`src/rtl/dief_pkg.sv`:
```
// Shared types and constants of the debounced input event FIFO.
// No dependencies.
`default_nettype none

package dief_pkg;

   localparam logic [1:0] EV_NONE    = 2'd0;
   localparam logic [1:0] EV_PRESS   = 2'd1;
   localparam logic [1:0] EV_RELEASE = 2'd2;

   localparam int QUEUE_DEPTH = 2;

   localparam int CSR_ADDR_WIDTH = 3;
   localparam int CSR_DATA_WIDTH = 32;
   localparam int DEBOUNCE_WIDTH = 8;
   localparam logic CSR_IDX_DEBOUNCE = 1'b0;
   localparam logic [DEBOUNCE_WIDTH-1:0] DEBOUNCE_RESET = 8'd3;

   typedef enum logic [1:0] {
      OP_NONE,
      OP_PUSH,
      OP_READ
   } op_type;

   typedef struct packed {
      op_type     op;
      logic [1:0] code;
      logic       pressed_level;
   } entry_type;

endpackage

`default_nettype wire

```
`src/rtl/dief_req_if.sv`:
```
// Request channel interface: scan ticks and read commands.
// Standalone; no package dependency.
`default_nettype none

interface dief_req_if;
   logic valid;
   logic ready;
   logic mode;
   logic pin_level;

   modport source (output valid, output mode, output pin_level, input ready);
   modport sink   (input valid, input mode, input pin_level, output ready);
endinterface

`default_nettype wire

```
`src/rtl/dief_rsp_if.sv`:
```
// Response channel interface: event code and debounced level.
// Standalone; no package dependency.
`default_nettype none

interface dief_rsp_if;
   logic       valid;
   logic       ready;
   logic [1:0] event_code;
   logic       pressed_level;

   modport source (output valid, output event_code, output pressed_level, input ready);
   modport sink   (input valid, input event_code, input pressed_level, output ready);
endinterface

`default_nettype wire

```
`src/rtl/debounced_input_event_fifo.sv`:
```
// A request word passes through the queue and then the response register before its
// response can be accepted (later while the response side stalls).
// Throughput: one word per cycle while the queue is not full; the two-entry queue and
// response register let the request side keep going while a response waits.
// Reset (synchronous) clears debouncer, pointers, queue and all ring entries;
// debounce_count returns to 3.
`default_nettype none

module debounced_input_event_fifo #(
   parameter int RING_DEPTH = 16
) (
   input  logic                                 clock,
   input  logic                                 reset,
   dief_req_if.sink                             req_chan,
   dief_rsp_if.source                           rsp_chan,
   input  logic                                 psel,
   input  logic                                 penable,
   input  logic                                 pwrite,
   input  logic [dief_pkg::CSR_ADDR_WIDTH-1:0]  paddr,
   input  logic [dief_pkg::CSR_DATA_WIDTH-1:0]  pwdata,
   output logic [dief_pkg::CSR_DATA_WIDTH-1:0]  prdata,
   output logic                                 pready
);
   import dief_pkg::*;

   logic [DEBOUNCE_WIDTH-1:0] debounce_count_ff;
   logic                      csr_write;
   logic                      csr_hit;
   logic                      q_push, q_pop, q_full, q_empty;
   entry_type                 q_in_entry, q_out_entry;

   assign pready    = 1'b1;
   assign csr_hit   = paddr[CSR_ADDR_WIDTH-1] == CSR_IDX_DEBOUNCE;
   assign csr_write = psel && penable && pwrite && pready && csr_hit;
   assign prdata    = csr_hit ? CSR_DATA_WIDTH'(debounce_count_ff) : '0;

   always_ff @(posedge clock) begin
      if (reset) begin
         debounce_count_ff <= DEBOUNCE_RESET;
      end else if (csr_write) begin
         debounce_count_ff <= pwdata[DEBOUNCE_WIDTH-1:0];
      end
   end

   dief_front u_front (
      .clock          (clock),
      .reset          (reset),
      .req_chan       (req_chan),
      .debounce_count (debounce_count_ff),
      .queue_full     (q_full),
      .push           (q_push),
      .entry          (q_in_entry)
   );

   dief_queue u_queue (
      .clock      (clock),
      .reset      (reset),
      .push       (q_push),
      .push_entry (q_in_entry),
      .pop        (q_pop),
      .pop_entry  (q_out_entry),
      .full       (q_full),
      .empty      (q_empty)
   );

   dief_back #(
      .RING_DEPTH (RING_DEPTH)
   ) u_back (
      .clock       (clock),
      .reset       (reset),
      .queue_empty (q_empty),
      .head        (q_out_entry),
      .pop         (q_pop),
      .rsp_chan    (rsp_chan)
   );

endmodule

`default_nettype wire

```
`src/rtl/dief_front.sv`:
```
// Front end: accepts request words, runs the debouncer, emits ring operations.
// Depends on dief_pkg and dief_req_if.
`default_nettype none

module dief_front (
   input  logic                  clock,
   input  logic                  reset,
   dief_req_if.sink              req_chan,
   input  logic [7:0]            debounce_count,
   input  logic                  queue_full,
   output logic                  push,
   output dief_pkg::entry_type   entry
);
   import dief_pkg::*;

   typedef enum logic [1:0] {
      PH_IDLE,
      PH_PRESS_Q,
      PH_PRESSED,
      PH_RELEASE_Q
   } phase_type;

   phase_type  phase_ff, phase_in;
   logic [7:0] count_ff, count_in;
   logic       low;

   assign req_chan.ready = !queue_full;
   assign push           = req_chan.valid && !queue_full;
   assign low            = !req_chan.pin_level;

   always_comb begin
      phase_in   = phase_ff;
      count_in   = count_ff;
      entry.op   = OP_NONE;
      entry.code = EV_NONE;
      if (!req_chan.mode) begin
         unique case (phase_ff)
            PH_IDLE: begin
               if (low) begin
                  count_in = debounce_count;
                  phase_in = PH_PRESS_Q;
               end
            end
            PH_PRESS_Q: begin
               if (!low) begin
                  phase_in = PH_IDLE;
               end else if (count_ff != 8'd0) begin
                  count_in = count_ff - 8'd1;
               end else begin
                  phase_in   = PH_PRESSED;
                  entry.op   = OP_PUSH;
                  entry.code = EV_PRESS;
               end
            end
            PH_PRESSED: begin
               if (!low) begin
                  count_in = debounce_count;
                  phase_in = PH_RELEASE_Q;
               end
            end
            PH_RELEASE_Q: begin
               if (low) begin
                  phase_in = PH_IDLE;
               end else if (count_ff != 8'd0) begin
                  count_in = count_ff - 8'd1;
               end else begin
                  phase_in   = PH_IDLE;
                  entry.op   = OP_PUSH;
                  entry.code = EV_RELEASE;
               end
            end
         endcase
      end else begin
         entry.op = OP_READ;
      end
      entry.pressed_level = (phase_in == PH_PRESSED) || (phase_in == PH_RELEASE_Q);
   end

   always_ff @(posedge clock) begin
      if (reset) begin
         phase_ff <= PH_IDLE;
         count_ff <= 8'd0;
      end else if (push) begin
         phase_ff <= phase_in;
         count_ff <= count_in;
      end
   end

endmodule

`default_nettype wire

```
`src/rtl/dief_queue.sv`:
```
// Short operation queue between front and back end.
// Depends on dief_pkg.
`default_nettype none

module dief_queue (
   input  logic                clock,
   input  logic                reset,
   input  logic                push,
   input  dief_pkg::entry_type push_entry,
   input  logic                pop,
   output dief_pkg::entry_type pop_entry,
   output logic                full,
   output logic                empty
);
   import dief_pkg::*;

   localparam int PTR_W = $clog2(QUEUE_DEPTH);

   entry_type        slot_ff [QUEUE_DEPTH];
   logic [PTR_W-1:0] wr_ptr_ff, rd_ptr_ff;
   logic [PTR_W:0]   count_ff, count_in;

   assign full      = count_ff == (PTR_W+1)'(QUEUE_DEPTH);
   assign empty     = count_ff == '0;
   assign pop_entry = slot_ff[rd_ptr_ff];

   always_comb begin
      count_in = count_ff;
      priority if (push && !pop) begin
         count_in = count_ff + (PTR_W+1)'(1);
      end else if (pop && !push) begin
         count_in = count_ff - (PTR_W+1)'(1);
      end else begin
         count_in = count_ff;
      end
   end

   always_ff @(posedge clock) begin
      if (reset) begin
         wr_ptr_ff <= '0;
         rd_ptr_ff <= '0;
         count_ff  <= '0;
      end else begin
         if (push) begin
            wr_ptr_ff <= wr_ptr_ff + PTR_W'(1);
         end
         if (pop) begin
            rd_ptr_ff <= rd_ptr_ff + PTR_W'(1);
         end
         count_ff <= count_in;
      end
   end

   always_ff @(posedge clock) begin
      if (push) begin
         slot_ff[wr_ptr_ff] <= push_entry;
      end
   end

endmodule

`default_nettype wire

```
`src/rtl/dief_back.sv`:
```
// Back end: event ring, write/read pointers and the response register.
// Depends on dief_pkg and dief_rsp_if.
`default_nettype none

module dief_back #(
   parameter int RING_DEPTH = 16
) (
   input  logic                clock,
   input  logic                reset,
   input  logic                queue_empty,
   input  dief_pkg::entry_type head,
   output logic                pop,
   dief_rsp_if.source          rsp_chan
);
   import dief_pkg::*;

   // non power-of-two depths collapse to a single entry
   localparam bit IS_POW2   = (RING_DEPTH & (RING_DEPTH - 1)) == 0;
   localparam int RING_USED = IS_POW2 ? RING_DEPTH : 1;
   localparam int PTR_W     = (RING_USED > 1) ? $clog2(RING_USED) : 1;

   logic [1:0]       ring_ff [RING_USED];
   logic [PTR_W-1:0] wr_ptr_ff, wr_ptr_in;
   logic [PTR_W-1:0] rd_ptr_ff, rd_ptr_in;
   logic             rsp_valid_ff, rsp_valid_in;
   logic [1:0]       code_ff, code_in;
   logic             level_ff, level_in;
   logic [1:0]       read_code;

   function automatic logic [PTR_W-1:0] next_ptr(input logic [PTR_W-1:0] p);
      return (p == PTR_W'(RING_USED - 1)) ? '0 : p + PTR_W'(1);
   endfunction

   assign pop       = !queue_empty && (!rsp_valid_ff || rsp_chan.ready);
   assign read_code = ring_ff[rd_ptr_ff];

   assign rsp_chan.valid         = rsp_valid_ff;
   assign rsp_chan.event_code    = code_ff;
   assign rsp_chan.pressed_level = level_ff;

   always_comb begin
      wr_ptr_in    = wr_ptr_ff;
      rd_ptr_in    = rd_ptr_ff;
      rsp_valid_in = rsp_valid_ff;
      code_in      = code_ff;
      level_in     = level_ff;
      if (pop) begin
         rsp_valid_in = 1'b1;
         level_in     = head.pressed_level;
         code_in      = EV_NONE;
         unique case (head.op)
            OP_PUSH: begin
               wr_ptr_in = next_ptr(wr_ptr_ff);
            end
            OP_READ: begin
               code_in = read_code;
               if (read_code != EV_NONE) begin
                  rd_ptr_in = next_ptr(rd_ptr_ff);
               end
            end
            default: begin
            end
         endcase
      end else if (rsp_chan.ready) begin
         rsp_valid_in = 1'b0;
      end
   end

   always_ff @(posedge clock) begin
      if (reset) begin
         wr_ptr_ff    <= '0;
         rd_ptr_ff    <= '0;
         rsp_valid_ff <= 1'b0;
         for (int i = 0; i < RING_USED; i++) begin
            ring_ff[i] <= EV_NONE;
         end
      end else begin
         wr_ptr_ff    <= wr_ptr_in;
         rd_ptr_ff    <= rd_ptr_in;
         rsp_valid_ff <= rsp_valid_in;
         if (pop && (head.op == OP_PUSH)) begin
            ring_ff[wr_ptr_ff] <= head.code;
         end else if (pop && (head.op == OP_READ) && (read_code != EV_NONE)) begin
            ring_ff[rd_ptr_ff] <= EV_NONE;
         end
      end
   end

   always_ff @(posedge clock) begin
      code_ff  <= code_in;
      level_ff <= level_in;
   end

endmodule

`default_nettype wire

```
`src/flat_wrapper.sv`:
```
// flat-port wrapper written by rule: the top's interface ports become plain ports
module debounced_input_event_fifo_flat import dief_pkg::*;
#(
   parameter int RING_DEPTH = 16
)
  (clock, reset, psel, penable, pwrite, paddr, pwdata, prdata, pready, req_chan_valid, req_chan_mode, req_chan_pin_level, req_chan_ready, rsp_chan_valid, rsp_chan_event_code, rsp_chan_pressed_level, rsp_chan_ready);
  dief_req_if req_chan_i ();
  dief_rsp_if rsp_chan_i ();
  input  logic clock;
  input  logic reset;
  input  logic psel;
  input  logic penable;
  input  logic pwrite;
  input  logic [dief_pkg::CSR_ADDR_WIDTH-1:0] paddr;
  input  logic [dief_pkg::CSR_DATA_WIDTH-1:0] pwdata;
  output logic [dief_pkg::CSR_DATA_WIDTH-1:0] prdata;
  output logic pready;
  input wire logic [$bits(req_chan_i.valid)-1:0] req_chan_valid;
  input wire logic [$bits(req_chan_i.mode)-1:0] req_chan_mode;
  input wire logic [$bits(req_chan_i.pin_level)-1:0] req_chan_pin_level;
  output wire logic [$bits(req_chan_i.ready)-1:0] req_chan_ready;
  output wire logic [$bits(rsp_chan_i.valid)-1:0] rsp_chan_valid;
  output wire logic [$bits(rsp_chan_i.event_code)-1:0] rsp_chan_event_code;
  output wire logic [$bits(rsp_chan_i.pressed_level)-1:0] rsp_chan_pressed_level;
  input wire logic [$bits(rsp_chan_i.ready)-1:0] rsp_chan_ready;
  assign req_chan_i.valid = req_chan_valid;
  assign req_chan_i.mode = req_chan_mode;
  assign req_chan_i.pin_level = req_chan_pin_level;
  assign req_chan_ready = req_chan_i.ready;
  assign rsp_chan_valid = rsp_chan_i.valid;
  assign rsp_chan_event_code = rsp_chan_i.event_code;
  assign rsp_chan_pressed_level = rsp_chan_i.pressed_level;
  assign rsp_chan_i.ready = rsp_chan_ready;
  debounced_input_event_fifo #(.RING_DEPTH(RING_DEPTH)) u_core (.clock(clock), .reset(reset), .req_chan(req_chan_i), .rsp_chan(rsp_chan_i), .psel(psel), .penable(penable), .pwrite(pwrite), .paddr(paddr), .pwdata(pwdata), .prdata(prdata), .pready(pready));
endmodule
```
`config.mk`:
```
export PLATFORM = sky130hd
export DESIGN_NAME = debounced_input_event_fifo_flat
export DESIGN_NICKNAME = d
export VERILOG_FILES = /design/src/rtl/dief_pkg.sv /design/src/rtl/dief_req_if.sv /design/src/rtl/dief_rsp_if.sv /design/src/rtl/debounced_input_event_fifo.sv /design/src/rtl/dief_front.sv /design/src/rtl/dief_queue.sv /design/src/rtl/dief_back.sv /design/src/flat_wrapper.sv
export SDC_FILE = /design/constraint.sdc
export NUM_CORES = 1
export LEC_CHECK = 0
export BUFFER_PORTS_ARGS = -buffer_cell sky130_fd_sc_hd__buf_4
export CAP_MARGIN = 20
export CORE_MARGIN = 2
export CORE_UTILIZATION = 55
export DETAILED_ROUTE_END_ITERATION = 6
export PLACE_DENSITY_LB_ADDON = 0.05
export SYNTH_ARGS = -nofsm -noshare
export SYNTH_HDL_FRONTEND = slang
export SYNTH_HIERARCHICAL = 1
export SYNTH_SLANG_ARGS = --single-unit
export TNS_END_PERCENT = 30
```
`constraint.sdc`:
```
create_clock -name clock -period 3.92 [get_ports clock]
set_input_delay 0.196 -clock clock [delete_from_list [all_inputs] [get_ports clock]]
set_output_delay 0.196 -clock clock [all_outputs]
set_load 0.02 [all_outputs]
```
After elaboration in Yosys (flattened, before gate mapping)
Memory sizes are Yosys's and may differ from the RTL's. A register that Yosys moved wholly into a read port is not among the register bits.
Index checks and enable logic that the tools add are counted.
{ "word_totals": {"reg_bits": 34, "ram_bits": 42, "in_bits": 44, "output_inout_bits": 38, "mem_count": 2} }
{ "memory_table": {"columns": ["memory", "depth", "width", "read_ports", "rd_ports_with_merged_regs", "wr", "line_no", "rtl"], "rows": [
  ["u_core.u_back.ring_ff", 16, 2, 1, 1, 16, "dief_back.sv:22", "logic [1:0] ring_ff [RING_USED];"],
  ["u_core.u_queue.slot_ff", 2, 5, 1, 1, 1, "dief_queue.sv:19", "entry_type slot_ff [QUEUE_DEPTH];"]
]} }
{ "classes": {"add_sub_neg": 7, "n_eq_ne": 14, "n_mux": 49, "bitwise_logic": 2, "reduce_logical": 28} }
{ "op_table": {"columns": ["operator", "n"], "rows": [
  ["$mux W8", 6],
  ["$pmux W8 S4", 1],
  ["$mux W2", 13],
  ["$mux W4", 6],
  ["$mux W1", 17],
  ["$eq A2 B2 Y1 const B", 6],
  ["$mux W3", 4],
  ["$logic_and A1 B1 Y1", 10],
  ["$add A4 B1 Y4 const B", 2],
  ["$eq A4 B4 Y1 const B", 2],
  ["$ne A2 B2 Y1 const B", 4],
  ["$pmux W2 S4", 1],
  ["$reduce_bool A8 Y1", 1],
  ["$sub A8 B1 Y8 const B", 1],
  ["$pmux W3 S2", 1],
  ["$reduce_and A6 Y1", 1],
  ["$reduce_bool A2 Y1", 3],
  ["$logic_not A1 Y1", 5],
  ["$eq A2 B1 Y1 const B", 2],
  ["$logic_not A2 Y1", 2],
  ["$reduce_or A2 Y1", 2],
  ["$reduce_and A3 Y1", 1],
  ["$add A1 B1 Y1 const B", 2],
  ["$add A2 B1 Y2 const B", 1],
  ["other kinds (4)", 6]
]} }

Logic depth before layout (Yosys ltp)
{ "depth": {"ltp_word": 11, "depth_mapped": 8, "ltp_nobuf": 7} }

Hierarchy
The synthesis kept the hierarchy.
{ "by_module_without_submodules": {"columns": ["module", "n_inst", "cells_per_inst", "area_each_um2", "seq_area_each_um2"], "rows": [
  ["dief_back", 1, 218, 2433.6, 1311.3],
  ["dief_front", 1, 98, 797.0, 200.2],
  ["debounced_input_event_fifo", 1, 70, 620.6, 160.2],
  ["dief_queue", 1, 37, 564.3, 400.4]
]} }

Worst setup path after synthesis
Ideal clock, no wire load.
{ "synth_path": {"kind": "register to register", "start": "register (tool-made name)", "end": "memory u_core.u_back.ring_ff[8][0] (enable)", "arrival_ps": 2141, "required_time_ps": 3582, "slack_ps": 1442, "path_stages_with_launch": 7, "path_buffers": 1, "period_less_slack_ps": 2478, "cell_sequence": "dfxtp_1 -> mux2_2 -> nor4b_2 -> and3_1 -> clkbuf_1 -> a21oi_1 -> o31ai_1"} }
{ "synth_lines": {"columns": ["element", "line_no"], "rows": [
  ["to (decl)", "dief_back.sv:22"]
]} }

==> flow_summary.toml <==
[final_layout]
multi_input_area_mm2 = 0.002097
diodes = 0
drive_above_1_share_pct = 19.03
utilization_pct = 61.69
regArea_mm2 = 0.002072
instances_no_fill = 554
nNetsFinal = 495
syn_to_final_growth_pct = 8.529
fillers = 667

[floorplanning]
num_rows = 32
die_y_um = 93.60
io_pins = 82
die-width_um = 93.60
start_util_pct = 56.85
fp.coreArea_mm2 = 0.007767
dieArea_mm2 = 0.008761

[timing]
fin_crit_sh_pct = 78.52
fmaxAchievable_mhz = 324.9
hold_ws_ns = 0.06314
fin_tns_setup_ns = 0
timing.final.crit_period_ns = 3.078
finalHoldViolCount = 0
finClkSkew_ns = 0.005927
finalMaxSlewViolations = 0
tightest_slew_ns = 0.7117
setup_violations = 0
rsz0062_at_grt = "no"
relSlewSlack_pct = 52.49

[global_routing]
antenna_found_initial = 0
grt_usage_pct = 21.83
grt_max_degree = 54
grt_pass1_vias = 2937
overflow = 0
grt_pass1_wl_um = 14520

[synth]
ys_ff_latch = 81
syn_inst = 423
ys_seq_area_share_pct = 46.93
synth_cell_types = 69
synth_edf_count = 45
async_flop_share_pct = 0
synth_area_mm2 = 0.004415
synth.avg_cell_area_um2 = 10.44
yosys_warnings = 6
synth_flop_cell = "edfxtp_1"

[power_and_ir_drop]
power_switching_uw = 665.0
switching_share_pct = 30.09
combPwrFrac_pct = 23.2
p_per_area_mw_per_mm2 = 461.1
internal-power_uw = 1545
max-vdd-ir-drop_v = 0.0002162
total_power_uw = 2210
power_frac_clock_pct = 29.3
seqPwrFrac_pct = 47.5
p_leak_uw = 0.001744

[setup_path]
worst-setup-path-type = "flop to flop"
cp_data_arrival_time_ns = 3.17
crit_fanout = 20
end_kind = "flop"
worst_setup_path_start_kind = "flop"
cp.required_ns = 4.01
r2r_cells = 6

[clock_network]
root_buffer = "clkbuf_8"
htreeDepth = 3
clkSinkCount = 81
cts_resized = 0
clkLatencyLatePin_ns = 0.35
path_clk_slew_ns = 0.08
cts_tree = "built"
cts_hold_buffers = 0
postCtsSetupRepairBufs = 0
cts_made_buffers = 9
cts.path.max_buffers = 2

[drt]
first_pass_iters = 5
drt_iter0_drc = 262
vias = 3222
routedWlPerCell_um = 16.31
totalWireLength_um = 9036
drc = 0
drtAntennaViolNets = 0
routed_via_density = 5.816

[worst_hold_path]
holdPathStages = 1
hold_class = "primary input to flop"

[outcome]
status = "completed"

[job]
max_cap_violations = 0

[placement]
place.gp.congestion = 0.8697
hpwlAfterDp_um = 6375
port_buffers = 30
placed_cells = 538
## Yosys cell counts, types with 9 or more instances
master,instances,area [um2]
a21oi_1,20,100.1
and2b_2,9,78.83
buf_4,26,195.2
dfxtp_1,36,720.7
edfxtp_1,45,1351
inv_1,12,45.04
mux2i_1,14,140.1
nand2_1,29,108.9
nand2b_1,19,118.9
nor2_1,61,229.0
nor2b_1,10,62.56
o311ai_0,9,78.83
## worst max-delay path, cell delays in order, from the launching register on
cell,delay (ns)
dfxtp_1,0.66
mux4_2,0.57
a22oi_1,0.33
nand3_2,0.14
o21ai_4,0.54
mux2i_1,0.46
nor2_1,0.10
## power groups by stage
stage          Clock, uW  Combinational [uW]  Sequential (uW)
2_1_floorplan          0                 395             1060
3_3_place_gp           0                 499             1070
3_5_place_dp           0                 511             1070
4_1_cts              661                 513             1050
5_1_grt              701                 564             1060
6_report             648                 513             1050
## layout by cell type, fill, tap and decap left out, drive strengths merged, types with 4 or more instances in the layout
cell type	instances
clkbuf	10
or3	4
mux4	8
mux2i	14
and2	7
inv	12
a31oi	6
nor2b	10
o31ai	7
nand2	29
conb	25
and3	4
o21ai	13
nand3	9
ha	4
dfxtp	36
and2b	9
edfxtp	45
mux2	5
nand2b	19
a21oi	20
xor2	4
nor3	5
nor2	62
o311ai	9
buf	32
## flip-flops by register name, summed over array words and instances (netlist names), named ones only
name and cells:
u_core/u_back/rsp_chan.valid 1, u_core/u_back/wr_ptr_ff 4, u_core/u_queue/wr_ptr_ff 1, u_core/u_queue/rd_ptr_ff 1
u_core/u_queue/count_ff 2, u_core/u_back/ring_ff 32, u_core/u_back/rsp_chan.event_code 2, u_core/debounce_count_ff 8
u_core/u_front/phase_ff 2, u_core/u_queue/slot_ff 10, u_core/u_back/rsp_chan.pressed_level 1, u_core/u_back/rd_ptr_ff 4
u_core/u_front/count_ff 8
## layout make-up
cell class	instances	area share (%)
clock inverters	6	1.723
clock buffers	10	2.663
inverters	12	0.9399
flip-flops and latches	81	43.24
repair buffers	32	5.013
well taps	102	2.663
multi-input cells	311	43.76
## worst paths after layout
path | startpoint | end | slack (ns)
min reg2reg | u_core/debounce_count_ff[3]$_SDFFE_PP0P_ | u_core/u_front/count_ff[3]$_SDFFE_PP0P_ | 0.49
min | req_chan_mode | u_core/u_queue/slot_ff[0][4]$_DFFE_PP_ | 0.06
max reg2reg | flop | u_core/u_back/ring_ff[1][0]$_SDFFCE_PN0P_ | 0.84
max | flop | u_core/u_back/ring_ff[1][0]$_SDFFCE_PN0P_ | 0.84
## per-layer routing
| layer | GRT usage (%) | share of wire, % |
|---|---|---|
| met5 | 0 | 0 |
| met4 | 8.937 | 2.9 |
| met3 | 3.626 | 5.6 |
| met2 | 32.43 | 45 |
| met1 | 31.86 | 47 |
## cell families after synthesis
logic type / Yosys count / synth area share [%]
compound gates: 76 / 12.33
xor+xnor: 6 / 1.360
fa+ha+maj: 4 / 1.134
buf+inv: 54 / 7.538
flops: 81 / 46.93
mux: 27 / 8.699
other cells: 2 / 0.1701
simple gates: 173 / 21.85
## metrics by stage
step	setup slack, ns	instance area (um2)
detailed placement	0.8562	4582
global route	0.6759	4792
CTS	0.8585	4792
finish	0.8420	4792
floorplan	1.442	4502
global placement	0.8537	4582
No activity file was read; power rests on OpenSTA's default activity.
